===== config.mk =====
export PLATFORM = sky130hd
export DESIGN_NAME = short_code_packet_deframer_top
export DESIGN_NICKNAME = d
export VERILOG_FILES = /design/src/design/scdf_pkg.sv /design/src/design/scdf_in_buf.sv /design/src/design/scdf_parse.sv /design/src/design/scdf_out_reg.sv /design/src/design/short_code_packet_deframer_top.sv
export VERILOG_INCLUDE_DIRS = /design/src /design/src/design
export SDC_FILE = /design/constraint.sdc
export NUM_CORES = 1
export LEC_CHECK = 0
export ABC_AREA = 1
export BUFFER_PORTS_ARGS = -buffer_cell sky130_fd_sc_hd__buf_2
export CAP_MARGIN = 20
export CORE_ASPECT_RATIO = 0.5
export CORE_MARGIN = 4
export CORE_UTILIZATION = 40
export DETAILED_ROUTE_END_ITERATION = 12
export SLEW_MARGIN = 20
export SYNTH_ARGS = -nofsm -noshare
export SYNTH_HDL_FRONTEND = slang
export SYNTH_SLANG_ARGS = --single-unit

===== constraint.sdc =====
create_clock -name i_clk -period 2.5 [get_ports i_clk]
set_input_delay 0.25 -clock i_clk [delete_from_list [all_inputs] [get_ports i_clk]]
set_output_delay 0.25 -clock i_clk [all_outputs]
set_load 0.03 [all_outputs]

===== src/design/short_code_packet_deframer_top_assert.svh =====
// Assertion macros for the deframer; compiled out for synthesis.
`ifndef SHORT_CODE_PACKET_DEFRAMER_TOP_ASSERT_SVH
`define SHORT_CODE_PACKET_DEFRAMER_TOP_ASSERT_SVH

`ifndef SYNTHESIS
`define SCDF_ASSERT(lbl, clk, rst_n, prop, msg) \
    lbl: assert property (@(posedge clk) disable iff (!rst_n) prop) else $error(msg);
`define SCDF_ASSERT_ALWAYS(lbl, clk, prop, msg) \
    lbl: assert property (@(posedge clk) prop) else $error(msg);
`else
`define SCDF_ASSERT(lbl, clk, rst_n, prop, msg)
`define SCDF_ASSERT_ALWAYS(lbl, clk, prop, msg)
`endif

`endif


===== src/design/scdf_pkg.sv =====
`default_nettype none

package scdf_pkg;

    localparam logic [7:0] TYPE_GET     = 8'h01;
    localparam logic [7:0] TYPE_COMMAND = 8'h02;
    localparam logic [7:0] TYPE_RAW     = 8'h03;

    localparam logic [1:0] KIND_GET     = 2'd0;
    localparam logic [1:0] KIND_COMMAND = 2'd1;
    localparam logic [1:0] KIND_RAW     = 2'd2;

    typedef enum logic [1:0] {
        PH_TYPE    = 2'd0,
        PH_LEN_LO  = 2'd1,
        PH_LEN_HI  = 2'd2,
        PH_PAYLOAD = 2'd3
    } t_phase;

    typedef struct packed {
        logic [1:0]  kind;
        logic [15:0] argument;
        logic [15:0] payload_length;
        logic [7:0]  data_byte;
        logic        has_data;
        logic        last;
    } t_result;

endpackage

`default_nettype wire


===== src/design/scdf_in_buf.sv =====
`default_nettype none

module scdf_in_buf
    import scdf_pkg::*;
(
    input  wire logic       i_clk,
    input  wire logic       i_rst_n,
    input  wire logic       i_valid,
    output logic            o_stall,
    input  wire logic [7:0] i_byte,
    output logic            o_hd_valid,
    output logic [7:0]      o_hd_byte,
    input  wire logic       i_pop
);

    logic       r_hd_valid;
    logic [7:0] r_hd_byte;
    logic       r_sk_valid;
    logic [7:0] r_sk_byte;
    logic       accept;

    assign o_stall    = r_sk_valid;
    assign accept     = i_valid && !r_sk_valid;
    assign o_hd_valid = r_hd_valid;
    assign o_hd_byte  = r_hd_byte;

    always_ff @(posedge i_clk) begin
        if (!i_rst_n) begin
            r_hd_valid <= 1'b0;
            r_sk_valid <= 1'b0;
        end else if (r_sk_valid) begin
            // drain skid into head
            if (i_pop) begin
                r_hd_valid <= 1'b1;
                r_sk_valid <= 1'b0;
            end
        end else if (accept && r_hd_valid && !i_pop) begin
            r_sk_valid <= 1'b1;
        end else if (accept) begin
            r_hd_valid <= 1'b1;
        end else if (i_pop) begin
            r_hd_valid <= 1'b0;
        end
    end

    always_ff @(posedge i_clk) begin
        if (r_sk_valid) begin
            if (i_pop) begin
                r_hd_byte <= r_sk_byte;
            end
        end else if (accept && r_hd_valid && !i_pop) begin
            r_sk_byte <= i_byte;
        end else if (accept) begin
            r_hd_byte <= i_byte;
        end
    end

endmodule

`default_nettype wire


===== src/design/scdf_parse.sv =====
`default_nettype none

`include "short_code_packet_deframer_top_assert.svh"

module scdf_parse
    import scdf_pkg::*;
(
    input  wire logic       i_clk,
    input  wire logic       i_rst_n,
    input  wire logic       i_valid,
    input  wire logic [7:0] i_byte,
    input  wire logic       i_out_ready,
    output logic            o_advance,
    output logic            o_res_valid,
    output t_result         o_res
);

    t_phase      r_phase, n_phase;
    logic [7:0]  r_type, n_type;
    logic [7:0]  r_len_lo, n_len_lo;
    logic [15:0] r_decl, n_decl;
    logic [15:0] r_left, n_left;
    logic [15:0] hdr_len;
    logic        is_data_type;
    logic        final_byte;
    logic [1:0]  data_kind;

    assign hdr_len      = {i_byte, r_len_lo};
    assign is_data_type = (r_type == TYPE_COMMAND) || (r_type == TYPE_RAW);
    assign final_byte   = (r_left <= 16'd1);
    assign data_kind    = (r_type == TYPE_COMMAND) ? KIND_COMMAND : KIND_RAW;

    // next state
    always_comb begin
        n_phase = r_phase;
        unique case (r_phase)
            PH_TYPE:    n_phase = PH_LEN_LO;
            PH_LEN_LO:  n_phase = PH_LEN_HI;
            PH_LEN_HI: begin
                if (is_data_type && hdr_len != 16'd0) begin
                    n_phase = PH_PAYLOAD;
                end else begin
                    n_phase = PH_TYPE;
                end
            end
            PH_PAYLOAD: begin
                if (final_byte) begin
                    n_phase = PH_TYPE;
                end
            end
            default:    n_phase = PH_TYPE;
        endcase
    end

    // outputs and header fields
    always_comb begin
        n_type      = r_type;
        n_len_lo    = r_len_lo;
        n_decl      = r_decl;
        n_left      = r_left;
        o_res_valid = 1'b0;
        o_res       = '0;
        unique case (r_phase)
            PH_TYPE:   n_type   = i_byte;
            PH_LEN_LO: n_len_lo = i_byte;
            PH_LEN_HI: begin
                n_decl = hdr_len;
                if (r_type == TYPE_GET) begin
                    o_res_valid    = 1'b1;
                    o_res.kind     = KIND_GET;
                    o_res.argument = hdr_len;
                    o_res.last     = 1'b1;
                end else if (is_data_type) begin
                    if (hdr_len == 16'd0) begin
                        // empty packet: one last-marked result, no data
                        o_res_valid = 1'b1;
                        o_res.kind  = data_kind;
                        o_res.last  = 1'b1;
                    end else begin
                        n_left = hdr_len;
                    end
                end
            end
            PH_PAYLOAD: begin
                o_res_valid          = 1'b1;
                o_res.kind           = data_kind;
                o_res.payload_length = r_decl;
                o_res.data_byte      = i_byte;
                o_res.has_data       = 1'b1;
                o_res.last           = final_byte;
                n_left               = final_byte ? 16'd0 : r_left - 16'd1;
            end
            default: ;
        endcase
    end

    // a byte with no result never waits on the output side
    assign o_advance = i_valid && (!o_res_valid || i_out_ready);

    always_ff @(posedge i_clk) begin
        if (!i_rst_n) begin
            r_phase  <= PH_TYPE;
            r_type   <= '0;
            r_len_lo <= '0;
            r_decl   <= '0;
            r_left   <= '0;
        end else if (o_advance) begin
            r_phase  <= n_phase;
            r_type   <= n_type;
            r_len_lo <= n_len_lo;
            r_decl   <= n_decl;
            r_left   <= n_left;
        end
    end

    `SCDF_ASSERT(a_payload_left, i_clk, i_rst_n, (r_phase == PH_PAYLOAD) |-> (r_left != 16'd0), "payload phase with no bytes left")
    `SCDF_ASSERT(a_payload_type, i_clk, i_rst_n, (r_phase == PH_PAYLOAD) |-> is_data_type, "payload phase for a type without payload")
    `SCDF_ASSERT(a_left_le_decl, i_clk, i_rst_n, (r_phase == PH_PAYLOAD) |-> (r_left <= r_decl), "bytes left exceed declared length")
    `SCDF_ASSERT(a_last_closes, i_clk, i_rst_n, (o_advance && o_res_valid && o_res.last) |=> (r_phase == PH_TYPE), "last result did not return to header parsing")

endmodule

`default_nettype wire


===== src/design/scdf_out_reg.sv =====
`default_nettype none

module scdf_out_reg
    import scdf_pkg::*;
(
    input  wire logic    i_clk,
    input  wire logic    i_rst_n,
    input  wire logic    i_load,
    input  wire t_result i_res,
    output logic         o_ready,
    output logic         o_valid,
    input  wire logic    i_stall,
    output t_result      o_res
);

    logic    r_valid;
    t_result r_res;

    assign o_ready = !r_valid || !i_stall;
    assign o_valid = r_valid;
    assign o_res   = r_res;

    always_ff @(posedge i_clk) begin
        if (!i_rst_n) begin
            r_valid <= 1'b0;
        end else if (i_load) begin
            r_valid <= 1'b1;
        end else if (!i_stall) begin
            r_valid <= 1'b0;
        end
    end

    always_ff @(posedge i_clk) begin
        if (i_load) begin
            r_res <= i_res;
        end
    end

endmodule

`default_nettype wire


===== src/design/short_code_packet_deframer_top.sv =====
// An accepted byte waits in the input head or skid register; its result, if any, goes to the result register.
// Throughput: one byte per cycle unless the output stalls; the header parser updates its state once per byte.
// Input stall is driven from a registered skid stage, output from a result register.
// Reset (i_rst_n low, synchronous) empties both stages and returns the parser
// to expecting a type byte with all header fields cleared.
`default_nettype none

module short_code_packet_deframer_top
    import scdf_pkg::*;
(
    input  wire logic        i_clk,
    input  wire logic        i_rst_n,
    input  wire logic        i_in_valid,
    output logic             o_in_stall,
    input  wire logic [7:0]  i_in_byte,
    output logic             o_out_valid,
    input  wire logic        i_out_stall,
    output logic [1:0]       o_kind,
    output logic [15:0]      o_argument,
    output logic [15:0]      o_payload_length,
    output logic [7:0]       o_data_byte,
    output logic             o_has_data,
    output logic             o_last
);

    logic       hd_valid;
    logic [7:0] hd_byte;
    logic       advance;
    logic       res_valid;
    logic       out_ready;
    t_result    res;
    t_result    out_res;

    scdf_in_buf u_in_buf (
        .i_clk      (i_clk),
        .i_rst_n    (i_rst_n),
        .i_valid    (i_in_valid),
        .o_stall    (o_in_stall),
        .i_byte     (i_in_byte),
        .o_hd_valid (hd_valid),
        .o_hd_byte  (hd_byte),
        .i_pop      (advance)
    );

    scdf_parse u_parse (
        .i_clk       (i_clk),
        .i_rst_n     (i_rst_n),
        .i_valid     (hd_valid),
        .i_byte      (hd_byte),
        .i_out_ready (out_ready),
        .o_advance   (advance),
        .o_res_valid (res_valid),
        .o_res       (res)
    );

    scdf_out_reg u_out_reg (
        .i_clk   (i_clk),
        .i_rst_n (i_rst_n),
        .i_load  (advance && res_valid),
        .i_res   (res),
        .o_ready (out_ready),
        .o_valid (o_out_valid),
        .i_stall (i_out_stall),
        .o_res   (out_res)
    );

    assign o_kind           = out_res.kind;
    assign o_argument       = out_res.argument;
    assign o_payload_length = out_res.payload_length;
    assign o_data_byte      = out_res.data_byte;
    assign o_has_data       = out_res.has_data;
    assign o_last           = out_res.last;

endmodule

`default_nettype wire

After elaboration in Yosys (flattened, before gate mapping) --
Cells that the tools add are included. Widths: inputs -> output; s select.
Storage, ports and cells: register bits after elaboration 113, output and inout port bits 46, word-level logic and storage cells 94
Cells by class: $add $sub $neg 1, magnitude comparators 1, eq/ne operators 13, mux-type cells 33, bitwise logic cells 1, reductions and logical operators 29
Operators with widths (count):
- $mux 16 | 4
- $mux 8 | 4
- $pmux 16 s2 | 1
- $eq 8x2->1 const B | 2
- $le 16x1->1 const B | 1
- $logic_not 16->1 | 1
- $reduce_bool 16->1 | 1
- $sub 16x1->16 const B | 1
- $mux 1 | 14
- $mux 2 | 6
- $reduce_and 2->1 | 6
- $eq 8x1->1 const B | 1
- $ne 2x1->1 const B | 4
- $pmux 2 s4 | 1
- $logic_and 1x1->1 | 6
- $ne 2x2->1 const B | 3
- $reduce_and 3->1 | 2
- $logic_not 1->1 | 5
- $reduce_and 5->1 | 1
- $eq 2x2->1 const B | 2
- $pmux 1 s2 | 2
- $pmux 2 s2 | 1
- $reduce_bool 2->1 | 2
- $logic_or 1x1->1 | 3
- other kinds (4) | 4

Longest topological paths before layout --
depth after elaboration 12, gate-level depth with buffers 13

By module --
From an unflattened synthesis, not the netlist that was laid out.
Second synthesis, totals: cell total of the unflattened synthesis 634, area, all modules 5073.6 um2
Modules (own cells, without submodules):
- scdf_parse | instances 1, cells each 523, area an instance 2990.4 um2, seq. area each 1001.0 um2
- scdf_out_reg | instances 1, cells each 49, area an instance 1363.8 um2, seq. area each 1341.3 um2
- scdf_in_buf | instances 1, cells each 60, area an instance 711.9 um2, seq. area each 520.5 um2
- short_code_packet_deframer_top | instances 1, cells each 2, area an instance 7.5 um2, seq. area each 0.0 um2

Least setup slack after synthesis --
Ideal clock, no wire load.
kind reg2reg, from register u_in_buf.r_hd_byte[2], in the netlist u_in_buf.o_hd_byte[2], to register u_out_reg.r_res (netlist bit u_out_reg.o_res[0]) (enable), data arrival time 1957 ps, path slack 144 ps, stages on the path, launching flop included 10, period minus slack after synthesis 2356 ps, path through edfxtp_1 > nor2_1 > nand2_1 > nor2_1 > nand3_1 > nand2_1 > nand2_1 > nand2_2 > nand3_1 > inv_1
On the way: word-level cells in the longest chain between the ends 9
RTL lines:
- from (decl) | line scdf_in_buf.sv:17 | logic [7:0] r_hd_byte;
- from (signal assigned) | line scdf_in_buf.sv:49 | r_hd_byte <= r_sk_byte;
- from (signal assigned) | line scdf_in_buf.sv:54 | r_hd_byte <= i_byte;
- $logic_not 16->1 (*) | line scdf_parse.sv:74 | if (hdr_len == 16'd0) begin
- $mux 1 (*) | line scdf_parse.sv:74
- $mux 1 (*) | line scdf_parse.sv:73 | end else if (is_data_type) begin
- $mux 1 (*) | line scdf_parse.sv:68 | if (r_type == TYPE_GET) begin
- $pmux 1 s2 (*) | line scdf_parse.sv:63 | unique case (r_phase)
- $logic_not 1->1 | line scdf_parse.sv:98 | assign o_advance = i_valid && (!o_res_valid || i_out_ready);
- $logic_or 1x1->1 | line scdf_parse.sv:98
- $logic_and 1x1->1 | line scdf_parse.sv:98
- $logic_and 1x1->1 (*) | line short_code_packet_deframer_top.sv:59 | .i_load (advance && res_valid),
- named net u_out_reg.i_load | line scdf_out_reg.sv:8 | input wire logic i_load,
- to (signal assigned) | line scdf_out_reg.sv:35 | r_res <= i_res;
- to (decl) | line scdf_out_reg.sv:17 | t_result r_res;
Mark *: on every way through the listed nets, which the timed path passes. The rest lies on a longest branch. A chain may end at the register's enable or synchronous reset.

Final worst setup path --
from register u_in_buf.r_hd_byte[4], in the netlist u_in_buf.o_hd_byte[4], to register u_in_buf.r_hd_byte[3], in the netlist u_in_buf.o_hd_byte[3] (enable)
On the way: word-level cells in the longest chain between the ends 12, elaborated cells between the ends (all ways) 13, classes of those cells 2 x eq/ne; 4 x mux; 7 x reduce/logical
RTL lines:
- $logic_not 16->1 (*) | line scdf_parse.sv:74
- $mux 1 (*) | line scdf_parse.sv:74
- $mux 1 (*) | line scdf_parse.sv:73
- $mux 1 (*) | line scdf_parse.sv:68
- $pmux 1 s2 (*) | line scdf_parse.sv:63
- $logic_not 1->1 (*) | line scdf_parse.sv:98
- $logic_or 1x1->1 (*) | line scdf_parse.sv:98
- $logic_and 1x1->1 (*) | line scdf_parse.sv:98
- $logic_not 1->1 | line scdf_in_buf.sv:51 | end else if (accept && r_hd_valid && !i_pop) begin
- $logic_and 1x1->1 | line scdf_in_buf.sv:51
- $ne 2x1->1 (no line)
- $reduce_and 3->1 (no line) (*)
Mark *: on every way between the ends. The rest lies on a longest branch, timed or not.

==> impl_metrics.sql <==
INSERT INTO impl_metrics (metric_group, metric, value, unit) VALUES
('power', 'power.share.clock', '48.4', '%'),
('floorplan', 'floorplan.initialDensity', '41.6', '%'),
('setup_path', 'path_max_fanout', '10', ''),
('worst_hold_path', 'hold_path.class', 'primary input to flip-flop', ''),
('setup_path', 'critical_path_class', 'flip-flop to flip-flop', ''),
('final_layout', 'area_growth', '20.2', '%'),
('sta', 'post-route-worst-setup-slack', '408', 'ps'),
('clock_network', 'cts_root_buffer', 'sky130_fd_sc_hd__clkbuf_16', ''),
('drt', 'detail-route-antenna-nets', '0', ''),
('grt', 'vias_in_the_first_global_route', '3703', ''),
('sta', 'relSlewSlack', '59.6', '%'),
('sta', 'finalMaxSlewViolations', '0', ''),
('floorplan', 'core_region_area', '12000', 'sq um'),
('floorplan', 'num_rows', '28', ''),
('place', 'dpl_worst_slack', '401', 'ps'),
('worst_hold_path', 'worstHoldStart', 'i_in_byte[1]', ''),
('final_layout', 'fin_cells', '846', ''),
('clock_network', 'clock_insertion_delay_worst_skew', '410', 'ps'),
('final_layout', 'area_of_combinational_cells_with_multiple_inputs', '1740', 'sq um'),
('setup_path', 'r2r_setup_slack', '410', 'ps'),
('clock_network', 'total_cts_buffers', '17', ''),
('clock_network', 'cts_repair_resize_count', '0', ''),
('setup_path', 'library_cell_contributing_the_largest_single_delay_on_the_critical_path', 'sky130_fd_sc_hd__edfxtp_1', ''),
('sta', 'setup_tns', '0', 'ps'),
('sta', 'timing.fmax', '0.478', 'GHz'),
('power', 'total_power', '4.78', 'mW'),
('setup_path', 'timing.critical_path.arrival', '2210', 'ps'),
('clock_network', 'cts.sink_count', '113', ''),
('setup_path', 'critical-path-max-stage-delay', '420', 'ps'),
('grt', 'global_route.overflow_total', '0', ''),
('logic_synthesis', 'synth_top_family_by_area', 'simple AND/OR/NAND/NOR gates', ''),
('clock_network', 'clock_path_buffers', '2', ''),
('clock_network', 'post-cts-setup-buffer-count', '0', ''),
('setup_path', 'timing.critical_path.from_type', 'flip-flop', ''),
('power', 'vdd_ir_drop_max', '0.445', 'mV'),
('setup_path', 'critical_path.most_common_cell', 'sky130_fd_sc_hd__nand2_1', ''),
('final_layout', 'antenna_cells', '0', ''),
('power', 'netSwitchingPower', '1.24', 'mW'),
('place', 'dpl-instance-area', '5440', 'sq um'),
('final_layout', 'most-common-layout-cells', 'sky130_fd_sc_hd__nor2_1, sky130_fd_sc_hd__nand2_1, sky130_fd_sc_hd__inv_1', ''),
('clock_network', 'cts.reportedPaths.clkPinSlew', '50', 'ps'),
('setup_path', 'endpoint_kind', 'flip-flop', ''),
('outcome', 'status', 'finished, final reports clean', ''),
('drt', 'totalWireLength', '12100', 'um'),
('sta', 'skew', '8.85', 'ps'),
('power', 'seqPwrFrac', '43.2', '%'),
('final_layout', 'layout_commonest_cell', 'sky130_fd_sc_hd__nor2_1', ''),
('drt', 'avgViaCountPerCell', '4.68', ''),
('power', 'cell_internal_pwr', '3.54', 'mW'),
('logic_synthesis', 'syn-instance-count', '604', ''),
('sta', 'report.final.hold_viol_count', '0', ''),
('final_layout', 'postLayoutCoreUtil', '50.0', '%'),
('logic_synthesis', 'avgSynthCellArea', '8.28', 'sq um'),
('floorplan', 'dieArea', '14500', 'sq um'),
('place', 'dpl.cell_count', '814', ''),
('setup_path', 'timing.critical_path.required', '2620', 'ps'),
('setup_path', 'reg2reg_from', 'u_in_buf.o_hd_byte[4]$_DFFE_PP_', ''),
('clock_network', 'cts_hold_repair.buffers', '0', ''),
('logic_synthesis', 'synth_xor_xnor_area_share', '1.23', '%'),
('setup_path', 'critical_path.cell_chain', 'nor2_1 > nand2_1 > nor2_1 > nand3_1 > nand2_1 > nand2_1 > nand2_2 > nand2_4 > nand2_1 > o21ai_0 > o21ai_0 > inv_1', ''),
('grt', 'first_pass_grt_wire_length', '19500', 'um'),
('sta', 'finalWorstPathRequiredPeriod', '2090', 'ps'),
('grt', 'grt_use_total', '17.6', '%'),
('logic_synthesis', 'ys_seq_elements', '113', ''),
('setup_path', 'worstSetupStartpoint', 'u_in_buf.o_hd_byte[4]$_DFFE_PP_', ''),
('final_layout', 'nets', '682', ''),
('drt', 'num_vias', '3962', ''),
('final_layout', 'drive_above_1_share', '16.6', '%'),
('logic_synthesis', 'synth_compound_gate_area_share', '5.78', '%'),
('final_layout', 'fin_area', '6010', 'sq um'),
('place', 'gp_congestion', '0.865', '');
cell usage after synthesis:
master,number,area (sq um)
sky130_fd_sc_hd__nand3_4,2,35.0
sky130_fd_sc_hd__clkinv_1,2,7.51
sky130_fd_sc_hd__o22ai_1,10,62.6
sky130_fd_sc_hd__inv_1,71,267
sky130_fd_sc_hd__xnor2_1,1,8.76
sky130_fd_sc_hd__buf_2,4,20.0
sky130_fd_sc_hd__a21oi_4,1,16.3
sky130_fd_sc_hd__ha_1,2,25.0
sky130_fd_sc_hd__nor3_1,2,10.0
sky130_fd_sc_hd__nor2_1,166,623
sky130_fd_sc_hd__dfxtp_1,53,1060
sky130_fd_sc_hd__nor2_4,2,22.5
sky130_fd_sc_hd__inv_2,2,7.51
sky130_fd_sc_hd__a21oi_1,21,105
sky130_fd_sc_hd__xor2_1,6,52.6
sky130_fd_sc_hd__o221ai_1,1,8.76
sky130_fd_sc_hd__clkbuf_1,11,41.3
sky130_fd_sc_hd__o21ai_0,18,90.1
sky130_fd_sc_hd__buf_4,2,15.0
sky130_fd_sc_hd__edfxtp_1,60,1800
sky130_fd_sc_hd__nand3_1,14,70.1
sky130_fd_sc_hd__nand2_4,1,11.3
sky130_fd_sc_hd__nand4_1,7,43.8
sky130_fd_sc_hd__buf_6,4,45.0
sky130_fd_sc_hd__nand2_1,132,495
sky130_fd_sc_hd__nor2_2,3,18.8
sky130_fd_sc_hd__a31oi_1,1,6.26
sky130_fd_sc_hd__nand2_2,4,25.0
sky130_fd_sc_hd__nor4_1,1,6.26
flip-flops by register name, summed over array words and instances, names as in the netlist, 2 cells and up:
name / cells
u_in_buf.r_sk_byte: 8
u_in_buf.o_hd_byte: 8
u_parse.r_decl: 16
u_parse.r_type: 8
u_out_reg.o_res: 44
u_parse.r_len_lo: 8
u_parse.r_left: 16
u_parse.r_phase: 2
worst paths after layout:
path                            cells after the start                              end
worst max-delay path                               12  u_in_buf.o_hd_byte[3]$_DFFE_PP_
worst min-delay path                                1  u_in_buf.r_sk_byte[1]$_DFFE_PP_
worst max register to register                     12  u_in_buf.o_hd_byte[3]$_DFFE_PP_
worst min register to register                      2   u_parse.r_type[7]$_SDFFE_PN0P_
power by group through the flow:
stage                     combinational, mW  clock [mW]  sequential, mW
after floorplan                       0.282           0            2.10
after global placement                0.400           0            2.10
after detailed placement              0.399           0            2.10
after CTS                             0.402        2.34            2.06
after global routing                  0.457        2.44            2.07
final                                 0.404        2.31            2.06
critical path, delay by kind of cell (launching register included):
family	cells	cell delay, ps
DFF	1	420
AOI/OAI and AO/OA	2	230
buffers and inverters	1	210
and+or+nand+nor	9	940
per-layer routing:
| metal | vias to the layer above | GRT usage [%] | share of wire [%] |
|---|---|---|---|
| met3 | 10 | 5.03 | 6.6 |
| li1 | 2034 | - | - |
| met4 | 0 | 6.59 | 1.0 |
| met1 | 1802 | 25.5 | 51 |
| met2 | 116 | 25.1 | 42 |
| met5 | - | 0 | 0 |
cells by family after synthesis:
logic type                 after synthesis
AOI/OAI and AO/OA                       52
xor gates and xnor gates                 7
adders and majority gates                2
buffers and inverters                   96
DFF                                    113
and+or+nand+nor                        334
final cells by class:
type                    count  area share, %
clock buffers              18           7.30
inverters                  75           4.68
multi-input cells         395           28.9
well taps                 165           3.43
clock inverters            14           2.21
flip-flops and latches    113           47.6
repair buffers             66           5.87
Power figures use the tool's default switching activity.
